### src/sv/hcih4_pkg.sv
// Shared types, constants and helpers of the H4 packet deframer.
`default_nettype none
package hcih4_pkg;

   localparam int HdrDepth = 5;
   localparam int LenW     = 17;
   localparam int CntW     = 3;

   localparam logic [LenW-1:0] MaxLenReset = 17'd260;

   localparam logic [7:0] TYPE_CMD = 8'h01;
   localparam logic [7:0] TYPE_ACL = 8'h02;
   localparam logic [7:0] TYPE_SCO = 8'h03;
   localparam logic [7:0] TYPE_EVT = 8'h04;

   typedef enum logic [1:0] {
      KIND_PKT      = 2'd0,
      KIND_BAD_TYPE = 2'd1,
      KIND_OVERSIZE = 2'd2
   } kind_type;

   typedef logic [HdrDepth-1:0][7:0] hdr_type;

   // Event from the parser to the result stage.
   typedef struct packed {
      logic            valid;
      logic            burst;    // emit a whole header
      kind_type        kind;
      logic [7:0]      data;
      logic            last;
      hdr_type         hdr;
      logic [CntW-1:0] hdr_len;
      logic            empty;    // packet has no payload
   } evt_type;

   // Header length including the type byte; zero for an unknown type.
   function automatic logic [CntW-1:0] header_len(input logic [7:0] t);
      logic [CntW-1:0] hl;
      unique case (t)
         TYPE_CMD: hl = 3'd4;
         TYPE_ACL: hl = 3'd5;
         TYPE_SCO: hl = 3'd4;
         TYPE_EVT: hl = 3'd3;
         default:  hl = 3'd0;
      endcase
      return hl;
   endfunction

endpackage
`default_nettype wire

### src/sv/hcih4_parse.sv
// Input register and header/payload parser of the H4 deframer.
`default_nettype none
module hcih4_parse
   import hcih4_pkg::*;
(
   input  wire logic            clock,
   input  wire logic            reset,
   input  wire logic            req_valid,
   output      logic            req_ready,
   input  wire logic [7:0]      req_in_byte,
   input  wire logic [LenW-1:0] max_len,
   input  wire logic            evt_ready,
   output      evt_type         evt
);

   logic            in_valid_ff, in_valid_in;
   logic [7:0]      in_byte_ff;
   hdr_type         store_ff, store_in;
   logic [CntW-1:0] hdr_count_ff, hdr_count_in;
   logic            in_payload_ff, in_payload_in;
   logic [LenW-1:0] bytes_left_ff, bytes_left_in;

   logic            fire;
   logic [7:0]      b;
   logic [CntW-1:0] hl_new, hl_held;
   logic [15:0]     plen;
   logic [LenW-1:0] total;
   logic [LenW-1:0] left_dec;
   hdr_type         hdr_full;

   assign fire      = in_valid_ff && evt_ready;
   assign req_ready = !in_valid_ff || evt_ready;
   assign b         = in_byte_ff;

   always_comb begin
      in_valid_in   = in_valid_ff;
      store_in      = store_ff;
      hdr_count_in  = hdr_count_ff;
      in_payload_in = in_payload_ff;
      bytes_left_in = bytes_left_ff;

      evt         = '0;
      evt.kind    = KIND_PKT;
      hl_new      = header_len(b);
      hl_held     = header_len(store_ff[0]);
      left_dec    = bytes_left_ff - 17'd1;
      hdr_full    = store_ff;
      hdr_full[hdr_count_ff] = b;

      if (store_ff[0] == TYPE_ACL) begin
         plen = {b, store_ff[3]};
      end else begin
         plen = {8'h00, b};
      end
      total = {14'd0, hl_held} + {1'b0, plen};

      if (req_valid && req_ready) begin
         in_valid_in = 1'b1;
      end else if (fire) begin
         in_valid_in = 1'b0;
      end

      if (fire) begin
         if (in_payload_ff) begin
            evt.valid     = 1'b1;
            evt.data      = b;
            evt.last      = (left_dec == '0);
            bytes_left_in = left_dec;
            if (left_dec == '0) begin
               in_payload_in = 1'b0;
            end
         end else if (hdr_count_ff == '0) begin
            if (hl_new == '0) begin
               evt.valid = 1'b1;
               evt.kind  = KIND_BAD_TYPE;
               evt.data  = b;
               evt.last  = 1'b1;
            end else begin
               store_in[0]  = b;
               hdr_count_in = 3'd1;
            end
         end else if (hdr_count_ff < hl_held - 3'd1) begin
            store_in[hdr_count_ff] = b;
            hdr_count_in           = hdr_count_ff + 3'd1;
         end else begin
            // header complete with this byte
            hdr_count_in = '0;
            evt.valid    = 1'b1;
            if (total > max_len) begin
               evt.kind = KIND_OVERSIZE;
               evt.data = store_ff[0];
               evt.last = 1'b1;
            end else begin
               evt.burst   = 1'b1;
               evt.hdr     = hdr_full;
               evt.hdr_len = hl_held;
               evt.empty   = (plen == '0);
               if (plen != '0) begin
                  in_payload_in = 1'b1;
                  bytes_left_in = {1'b0, plen};
               end
            end
         end
      end
   end

   always_ff @(posedge clock) begin
      if (reset) begin
         in_valid_ff   <= 1'b0;
         hdr_count_ff  <= '0;
         in_payload_ff <= 1'b0;
         bytes_left_ff <= '0;
      end else begin
         in_valid_ff   <= in_valid_in;
         hdr_count_ff  <= hdr_count_in;
         in_payload_ff <= in_payload_in;
         bytes_left_ff <= bytes_left_in;
      end
   end

   always_ff @(posedge clock) begin
      if (req_valid && req_ready) begin
         in_byte_ff <= req_in_byte;
      end
      store_ff <= store_in;
   end

endmodule
`default_nettype wire

### src/sv/hcih4_out.sv
// Result register and header burst sequencer of the H4 deframer.
`default_nettype none
module hcih4_out
   import hcih4_pkg::*;
(
   input  wire logic       clock,
   input  wire logic       reset,
   input  wire evt_type    evt,
   output      logic       evt_ready,
   output      logic       rsp_valid,
   input  wire logic       rsp_ready,
   output      logic [1:0] rsp_out_kind,
   output      logic [7:0] rsp_out_byte,
   output      logic       rsp_out_first,
   output      logic       rsp_out_last
);

   logic            rsp_valid_ff, rsp_valid_in;
   kind_type        kind_ff, kind_in;
   logic [7:0]      data_ff, data_in;
   logic            first_ff, first_in;
   logic            last_ff, last_in;
   logic            burst_act_ff, burst_act_in;
   hdr_type         burst_ff, burst_in;
   logic [CntW-1:0] burst_idx_ff, burst_idx_in;
   logic [CntW-1:0] burst_len_ff, burst_len_in;
   logic            burst_empty_ff, burst_empty_in;
   logic            take;
   logic            burst_end;

   assign take      = !rsp_valid_ff || rsp_ready;
   assign evt_ready = take && !burst_act_ff;
   assign burst_end = (burst_idx_ff == burst_len_ff - 3'd1);

   always_comb begin
      rsp_valid_in   = rsp_valid_ff;
      kind_in        = kind_ff;
      data_in        = data_ff;
      first_in       = first_ff;
      last_in        = last_ff;
      burst_act_in   = burst_act_ff;
      burst_in       = burst_ff;
      burst_idx_in   = burst_idx_ff;
      burst_len_in   = burst_len_ff;
      burst_empty_in = burst_empty_ff;

      if (take) begin
         if (burst_act_ff) begin
            rsp_valid_in = 1'b1;
            kind_in      = KIND_PKT;
            data_in      = burst_ff[burst_idx_ff];
            first_in     = 1'b0;
            last_in      = burst_end && burst_empty_ff;
            burst_idx_in = burst_idx_ff + 3'd1;
            if (burst_end) begin
               burst_act_in = 1'b0;
            end
         end else if (evt.valid) begin
            rsp_valid_in = 1'b1;
            if (evt.burst) begin
               // type byte now, the rest of the header follows
               kind_in        = KIND_PKT;
               data_in        = evt.hdr[0];
               first_in       = 1'b1;
               last_in        = 1'b0;
               burst_act_in   = 1'b1;
               burst_in       = evt.hdr;
               burst_idx_in   = 3'd1;
               burst_len_in   = evt.hdr_len;
               burst_empty_in = evt.empty;
            end else begin
               kind_in  = evt.kind;
               data_in  = evt.data;
               first_in = 1'b0;
               last_in  = evt.last;
            end
         end else begin
            rsp_valid_in = 1'b0;
         end
      end
   end

   always_ff @(posedge clock) begin
      if (reset) begin
         rsp_valid_ff <= 1'b0;
         burst_act_ff <= 1'b0;
      end else begin
         rsp_valid_ff <= rsp_valid_in;
         burst_act_ff <= burst_act_in;
      end
   end

   always_ff @(posedge clock) begin
      kind_ff        <= kind_in;
      data_ff        <= data_in;
      first_ff       <= first_in;
      last_ff        <= last_in;
      burst_ff       <= burst_in;
      burst_idx_ff   <= burst_idx_in;
      burst_len_ff   <= burst_len_in;
      burst_empty_ff <= burst_empty_in;
   end

   assign rsp_valid     = rsp_valid_ff;
   assign rsp_out_kind  = kind_ff;
   assign rsp_out_byte  = data_ff;
   assign rsp_out_first = first_ff;
   assign rsp_out_last  = last_ff;

endmodule
`default_nettype wire

### src/sv/hci_h4_packet_deframer.sv
// H4 deframer: a byte moves from the input register to the result register. One byte
// is taken per cycle unless the output stalls or a header burst holds it off; a header
// that completes within the length limit is sent out byte by byte from the result
// register. Payload bytes and error items pass at one per cycle unless stalled.
// Synchronous active-high reset clears the parser and output state; max length -> 260.
`default_nettype none
module hci_h4_packet_deframer
   import hcih4_pkg::*;
(
   input  wire logic            clock,
   input  wire logic            reset,
   input  wire logic            req_valid,
   output      logic            req_ready,
   input  wire logic [7:0]      req_in_byte,
   output      logic            rsp_valid,
   input  wire logic            rsp_ready,
   output      logic [1:0]      rsp_out_kind,
   output      logic [7:0]      rsp_out_byte,
   output      logic            rsp_out_first,
   output      logic            rsp_out_last,
   input  wire logic            csr_wr_en,
   input  wire logic [LenW-1:0] csr_wr_data
);

   logic [LenW-1:0] max_len_ff, max_len_in;
   evt_type         evt;
   logic            evt_ready;

   assign max_len_in = csr_wr_en ? csr_wr_data : max_len_ff;

   always_ff @(posedge clock) begin
      if (reset) begin
         max_len_ff <= MaxLenReset;
      end else begin
         max_len_ff <= max_len_in;
      end
   end

   hcih4_parse u_parse (
      .clock       (clock),
      .reset       (reset),
      .req_valid   (req_valid),
      .req_ready   (req_ready),
      .req_in_byte (req_in_byte),
      .max_len     (max_len_ff),
      .evt_ready   (evt_ready),
      .evt         (evt)
   );

   hcih4_out u_out (
      .clock         (clock),
      .reset         (reset),
      .evt           (evt),
      .evt_ready     (evt_ready),
      .rsp_valid     (rsp_valid),
      .rsp_ready     (rsp_ready),
      .rsp_out_kind  (rsp_out_kind),
      .rsp_out_byte  (rsp_out_byte),
      .rsp_out_first (rsp_out_first),
      .rsp_out_last  (rsp_out_last)
   );

endmodule
`default_nettype wire

### config.mk
export PLATFORM = sky130hd
export DESIGN_NAME = hci_h4_packet_deframer
export DESIGN_NICKNAME = d
export VERILOG_FILES = /design/src/sv/hcih4_pkg.sv /design/src/sv/hcih4_parse.sv /design/src/sv/hcih4_out.sv /design/src/sv/hci_h4_packet_deframer.sv
export SDC_FILE = /design/constraint.sdc
export NUM_CORES = 1
export LEC_CHECK = 0
export ABC_CLOCK_PERIOD_IN_PS = 5400
export BUFFER_PORTS_ARGS = -buffer_cell sky130_fd_sc_hd__clkbuf_2
export CORE_MARGIN = 5
export CORE_UTILIZATION = 55
export DETAILED_ROUTE_END_ITERATION = 12
export PLACE_DENSITY = 0.76
export SLEW_MARGIN = 20
export SYNTH_ARGS = -nofsm -noshare
export SYNTH_HDL_FRONTEND = slang
export SYNTH_SLANG_ARGS = --single-unit
### constraint.sdc
create_clock -name clock -period 5.4 [get_ports clock]
set_input_delay 0.54 -clock clock [delete_from_list [all_inputs] [get_ports clock]]
set_output_delay 0.54 -clock clock [all_outputs]
set_load 0.02 [all_outputs]
-- Word level (Yosys, flattened, before mapping)
Index checks and enable logic that the tools add are counted.
- output and inout bits: 14
- logic and storage cells: 143
- bits in registers: 148
- bits of input ports: 30
- add/sub/neg operators: 6
- mux-type cells: 60
- bitwise logic cells: 4
- order comparisons: 5
- equal/unequal tests: 13
- reduce and logical (&&, ||, !) cells: 30
- operator list (operator ; count):
    $mux W44 ; 3
    $mux W57 ; 2
    $mux W17 ; 5
    $mux W8 ; 8
    $bwmux W40 ; 1
    $eq A8 B2 Y1 const B ; 4
    $bmux W8 S3 ; 1
    $demux W8 S3 ; 1
    $mux W1 ; 23
    $mux W11 ; 2
    $mux W3 ; 7
    $pmux W3 S3 ; 2
    $add A3 B16 Y17 ; 1
    $gt A17 B17 Y1 ; 1
    $logic_not A17 Y1 ; 1
    $sub A17 B1 Y17 const B ; 1
    $eq A8 B1 Y1 const B ; 2
    $eq A8 B3 Y1 const B ; 2
    $logic_not A16 Y1 ; 1
    $mux W16 ; 1
    $reduce_bool A16 Y1 ; 1
    $reduce_and A4 Y1 ; 3
    $mux W10 ; 1
    $reduce_bool A2 Y1 ; 5
    20 further kinds ; 39

-- Longest topological paths before layout
- depth after elaboration: 13
- gate-level depth with buffers: 23
- depth with buffers taken out: 20

-- Cells and area by module
Synthesis repeated with hierarchy kept, for this count alone.
- cells, all modules: 760
- area total of the unflattened synthesis: 8316.7 um2
- by module, submodules not included (module ; seq. area each (um2) ; cells each ; instances ; area each (um2)):
    hcih4_parse ; 1881.8 ; 574 ; 1 ; 5260.0
    hcih4_out ; 1811.7 ; 131 ; 1 ; 2438.6
    hci_h4_packet_deframer ; 340.3 ; 55 ; 1 ; 618.1

-- Worst setup path before layout
No wires, ideal clock.
- path kind: flip-flop to flip-flop
- from: reg u_parse.store_ff[2] (netlist bit)
- to: reg u_out.burst_empty_ff (enable)
- clock period less this slack: 5.878 ns
- path slack: -0.478 ns
- path buffers: 4
- setup time: 0.398 ns
- required time: 5.002 ns
- data arrival time: 5.479 ns
- cell stages (with the launch flop): 23
- path through: edfxtp_1 > buf_2 > nor4_1 > nand2_1 > clkbuf_1 > nand2_1 > nand2_1 > ha_1 > ha_1 > o21a_2 > o21ai_0 > nor2_1 > xnor2_1 > mux2i_1 > ha_1 > a21oi_1 > o21ai_0 > a221o_1 > o31ai_1 > nand3_1 > clkbuf_1 > buf_2 > inv_1
- cells in the longest elaborated chain, start to end: 11
- elaborated cells on any way between the ends: 19
- those cells by class: 2 x add/sub; 2 x order compare; 4 x eq/ne; 9 x mux; 2 x reduce/logical
- RTL lines (item ; line ; text):
    start: declaration ; hcih4_parse.sv:18 ; hdr_type store_ff, store_in;
    start signal: assignment ; hcih4_parse.sv:125 ; store_ff <= store_in;
    $eq A8 B1 Y1 or $eq A8 B2 Y1 (tied branches) ; hcih4_pkg.sv:39 ; unique case (t)
    $reduce_or A2 Y1 (no line) ; -- ;
    $pmux W3 S3 ; hcih4_pkg.sv:39 ;
    $add A3 B16 Y17 ; hcih4_parse.sv:55 ; total = {14'd0, hl_held} + {1'b0, plen};
    $gt A17 B17 Y1 ; hcih4_parse.sv:89 ; if (total > max_len) begin
    $mux W1 ; hcih4_parse.sv:89 ;
    $mux W57 (*) ; hcih4_parse.sv:82 ; end else if (hdr_count_ff < hl_held - 3'd1) begin
    $mux W1 ; hcih4_parse.sv:72 ; end else if (hdr_count_ff == '0) begin
    $mux W3 ; hcih4_parse.sv:64 ; if (in_payload_ff) begin
    $mux W57 (*) ; hcih4_parse.sv:63 ; if (fire) begin
    $reduce_and A4 Y1 (no line) (*) ; -- ;
    end signal: assignment ; hcih4_out.sv:101 ; burst_empty_ff <= burst_empty_in;
    end: declaration ; hcih4_out.sv:27 ; logic burst_empty_ff, burst_empty_in;
Mark *: on every way between the ends. The rest lies on a longest branch, timed or not.
A chain may end at the register's enable or synchronous reset.

-- Worst setup path in the final report
- from: reg u_parse.store_ff[5] (netlist bit)
- to: reg u_out.data_ff[4], in the netlist u_out.rsp_out_byte[4], data pin
- cells in the longest elaborated chain, start to end: 13
- elaborated cells on any way between the ends: 25
- those cells by class: 2 x add/sub; 2 x order compare; 4 x eq/ne; 16 x mux; 1 x reduce/logical
- RTL lines (item ; line ; text):
    $eq A8 B1 Y1 or $eq A8 B2 Y1 (tied branches) ; hcih4_pkg.sv:39 ;
    $reduce_or A2 Y1 (no line) ; -- ;
    $pmux W3 S3 (*) ; hcih4_pkg.sv:39 ;
    via u_parse.hl_held[0] ; hcih4_parse.sv:25 ; logic [CntW-1:0] hl_new, hl_held;
    $add A3 B16 Y17 ; hcih4_parse.sv:55 ;
    $gt A17 B17 Y1 ; hcih4_parse.sv:89 ;
    $mux W11, or another cell as far along ; hcih4_parse.sv:89 ;
    $mux W57 (*) ; hcih4_parse.sv:82 ;
    $mux W11, or another cell as far along ; hcih4_parse.sv:72 ;
    $mux W9, or another cell as far along ; hcih4_parse.sv:64 ;
    $mux W57 (*) ; hcih4_parse.sv:63 ;
    $mux W8 (*) ; hcih4_out.sv:60 ; if (evt.burst) begin
    $mux W8 (*) ; hcih4_out.sv:58 ; end else if (evt.valid) begin
    $mux W8 (*) ; hcih4_out.sv:48 ; if (burst_act_ff) begin
    end signal: assignment ; hcih4_out.sv:95 ; data_ff <= data_in;
    end: declaration ; hcih4_out.sv:20 ; logic [7:0] data_ff, data_in;
The timed path passes the listed nets; every way through them passes the cells marked *. The select of a mux whose other input is x is not followed.

==> impl_metrics.ini <==
[power_and_ir_drop]
vdd_drop_max_v = 0.000225
p_per_area_nw_per_um2 = 275
switchingPower_mw = 0.602
leakage_nw = 3.45
internal-power_mw = 1.92
combPwrFrac_pct = 5.3
pwr-share-seq_pct = 49.1
p_clk_share_pct = 45.5
swShare_pct = 23.9

[critical_path]
cp_max_fo = 9
crit_top_cell = ha_1
slowest_delay_ns = 0.63
crit_slowest_cell = or4_4
arrival_ns = 5.35
crit_type = flop to flop
startpoint_type = flop
path_cells = or4_4 > nor4_4 > ha_1 > a2bb2oi_1 > o21ai_1 > a211oi_2 > a31o_2 > a21oi_1 > ha_1 > nand4_1 > nor4_2 > a21boi_1 > o31a_1 > and3_4 > a22oi_1 > o21ai_0
required_ns = 5.65
worst_setup_path_end_kind = flop

[sta]
clock_skew_ns = 0.00988
finalHoldViolations = 0
worstMarginPinSlew_ns = 0.929
period_minus_slack_ns = 5.09
tns_ns = 0
fmax_mhz = 196
rsz0062_at_grt = no
relSlewSlack_pct = 38.0
period_share_pct = 94.3
report.final.setup_viol = 0
drv_slew = 0

[synthesis]
syn_inst = 742
netlist.area_leader.share_pct = 39.6
synth_common_cells = 107 x edfxtp_1, 62 x nor2_1, 56 x nand2_1
synth_edf_count = 107
synthesis.area_um2 = 8100
synth_ff_type = edfxtp_1
synth.most_common_cell = edfxtp_1
ys.warnings.count = 0
yosysTopAreaCell = edfxtp_1
syn_avg_cell_area_um2 = 10.9
ys_types = 77
ys_seq_area_share_pct = 49.8
synth-seq-cells = 148
mappedNetlistNets = 800
synth_area_leaders = edfxtp_1 40%, dfxtp_1 10%, mux2_2 5.0%
synth-async-reset-ratio_pct = 0

[routing]
drc = 0
viasPerCell = 6.38
drt_first_pass_iters = 5
wl_per_cell_um = 21.2
wirelength_um = 20800
ant_nets = 0
drtIter0Drc = 742
vias = 6266

[outcome]
outcome = completed

[clock_network]
cts_root_buffer = clkbuf_16
cts.sinks = 148
cts_hold_buf = 0
clock_latency_ns = 0.43
cts_inserted_buffers = 17
clk_path_buf_depth = 2
htreeDepth = 4
clk_pin_slew_ns = 0.06
tritoncts = done

[placed_design]
gp_congestion = 0.895
dp_hpwl_um = 14200
port_buffers = 43

[layout]
antenna_cells = 0
utilization_pct = 63.4
fin_nets = 843
drive_above_1_share_pct = 22.4
syn2layout_area_growth_pct = 13.2

[floorplanning]
die_area_um2 = 17300
ioPinCount = 44
rows = 44
core-area_um2 = 14500
start_util_pct = 56.0
die_h_um = 131
die_width_um = 131

[grt]
grt_antenna_before_repair = 0
overflow = 0
grt_max_degree = 52
grt_pass1_wl_um = 32700
grt_pass1_vias = 5968
track_usage_pct = 23.7

[job]
drv_cap = 0

[hold_path]
hold_class = input port to flop
[through the flow]
step	area (µm²)	cells	worst slack, ns	hold slack, ns	power, mW
after CTS	9130	980	0.120	0.277	2.53
after global placement	8560	948	0.297	0.476	1.39
final	9180	982	0.306	0.290	2.52
after detailed placement	8560	948	0.143	0.481	1.39
after global routing	9180	982	0.0100	0.273	2.60
after floorplan	8120	742	0.0500	0.458	1.34
[path summary, 6_finish.rpt]
kind | from | to | slack, ns | depth (start not counted)
setup / recovery | u_parse.store_ff[5] | u_out.rsp_out_byte[4] | 0.31 | 16
hold / removal | req_in_byte[0] | u_parse.b[0] | 0.29 | 1
setup reg to reg | u_parse.store_ff[5] | u_out.rsp_out_byte[4] | 0.31 | 16
hold reg to reg | u_parse.bytes_left_ff[8] | u_parse.bytes_left_ff[8] | 0.49 | 2
[cells in the final DEF (no fill, tap or decap), types with 7 or more instances in the layout]
cell type    n
edfxtp_1   107
nor2_1      62
nand2_1     56
clkbuf_2    43
dfxtp_1     41
nor2b_1     37
mux2_2      36
inv_1       31
o21ai_0     29
a21oi_1     28
ha_1        28
mux2i_1     27
buf_4       22
nor3_1      20
clkbuf_16   17
nand3_1     13
xnor2_1     13
a31oi_1     11
o22ai_1     10
or3_1        8
nand4_1      8
a22oi_1      8
mux4_2       8
a221oi_1     8
o31ai_1      7
o22a_1       7
nor4_1       7
[registers in the layout, summed over array words and instances (netlist names), 2 cells and up]
name and cells:
u_out.burst_ff 40, u_parse.store_ff 40, max_len_ff 17, u_parse.bytes_left_ff 17, u_out.rsp_out_byte 8, u_parse.b 8, u_out.burst_idx_ff 3, u_out.burst_len_ff 3
u_parse.hdr_count_ff 3, u_out.rsp_out_kind 2
[cell families (layout without fill, tap and decap cells)]
kind of cell / count (synthesis) / count (layout) / share of synthesized area [%]
and+or+nand+nor: 253 / 253 / 16.6
DFF: 148 / 148 / 49.8
AOI/OAI and AO/OA: 147 / 147 / 12.8
buffers and inverters: 79 / 135 / 4.15
muxes: 71 / 71 / 10.6
adders and majority gates: 28 / 28 / 4.32
xor gates and xnor gates: 16 / 16 / 1.73
[what timing repair did]
action / CTS / global route
setup buffers: 0 / 2
setup endpoints to repair: 0 / 97
resized for setup: 0 / 8
[critical path: cells and delay by family (launching register included)]
family	cells	cell delay, ns
AOI/OAI and AO/OA	9	2.01
and+or+nand+nor	5	1.83
adders and majority gates	2	0.58
DFF	1	0.50
[power by group through the flow]
stage	registers, mW	clock network, mW	logic [mW]
floorplan	1.26	0	0.0791
global placement	1.26	0	0.126
detailed placement	1.26	0	0.130
CTS	1.24	1.16	0.131
global route	1.24	1.22	0.146
finish	1.24	1.15	0.134
[cell type report]
class | instances | area [µm²]
clock inverter | 15 | 146
tap | 184 | 230
multi-input combinational | 515 | 3780
fill | 1116 | 5300
inverter | 36 | 139
sequential | 148 | 4030
clock buffer | 17 | 425
timing repair buffer | 67 | 420
[metal layers]
layer	part of all wire, %	track usage (%)	up-vias	wire, µm
met2	47	36.4	349	9680
met3	9.6	4.55	40	1990
met4	2.3	9.54	0	487
met1	41	33.3	3017	8610
met5	0	0	-	0
li1	-	-	2860	-
Note: power is estimated with default switching activity, not from simulation.
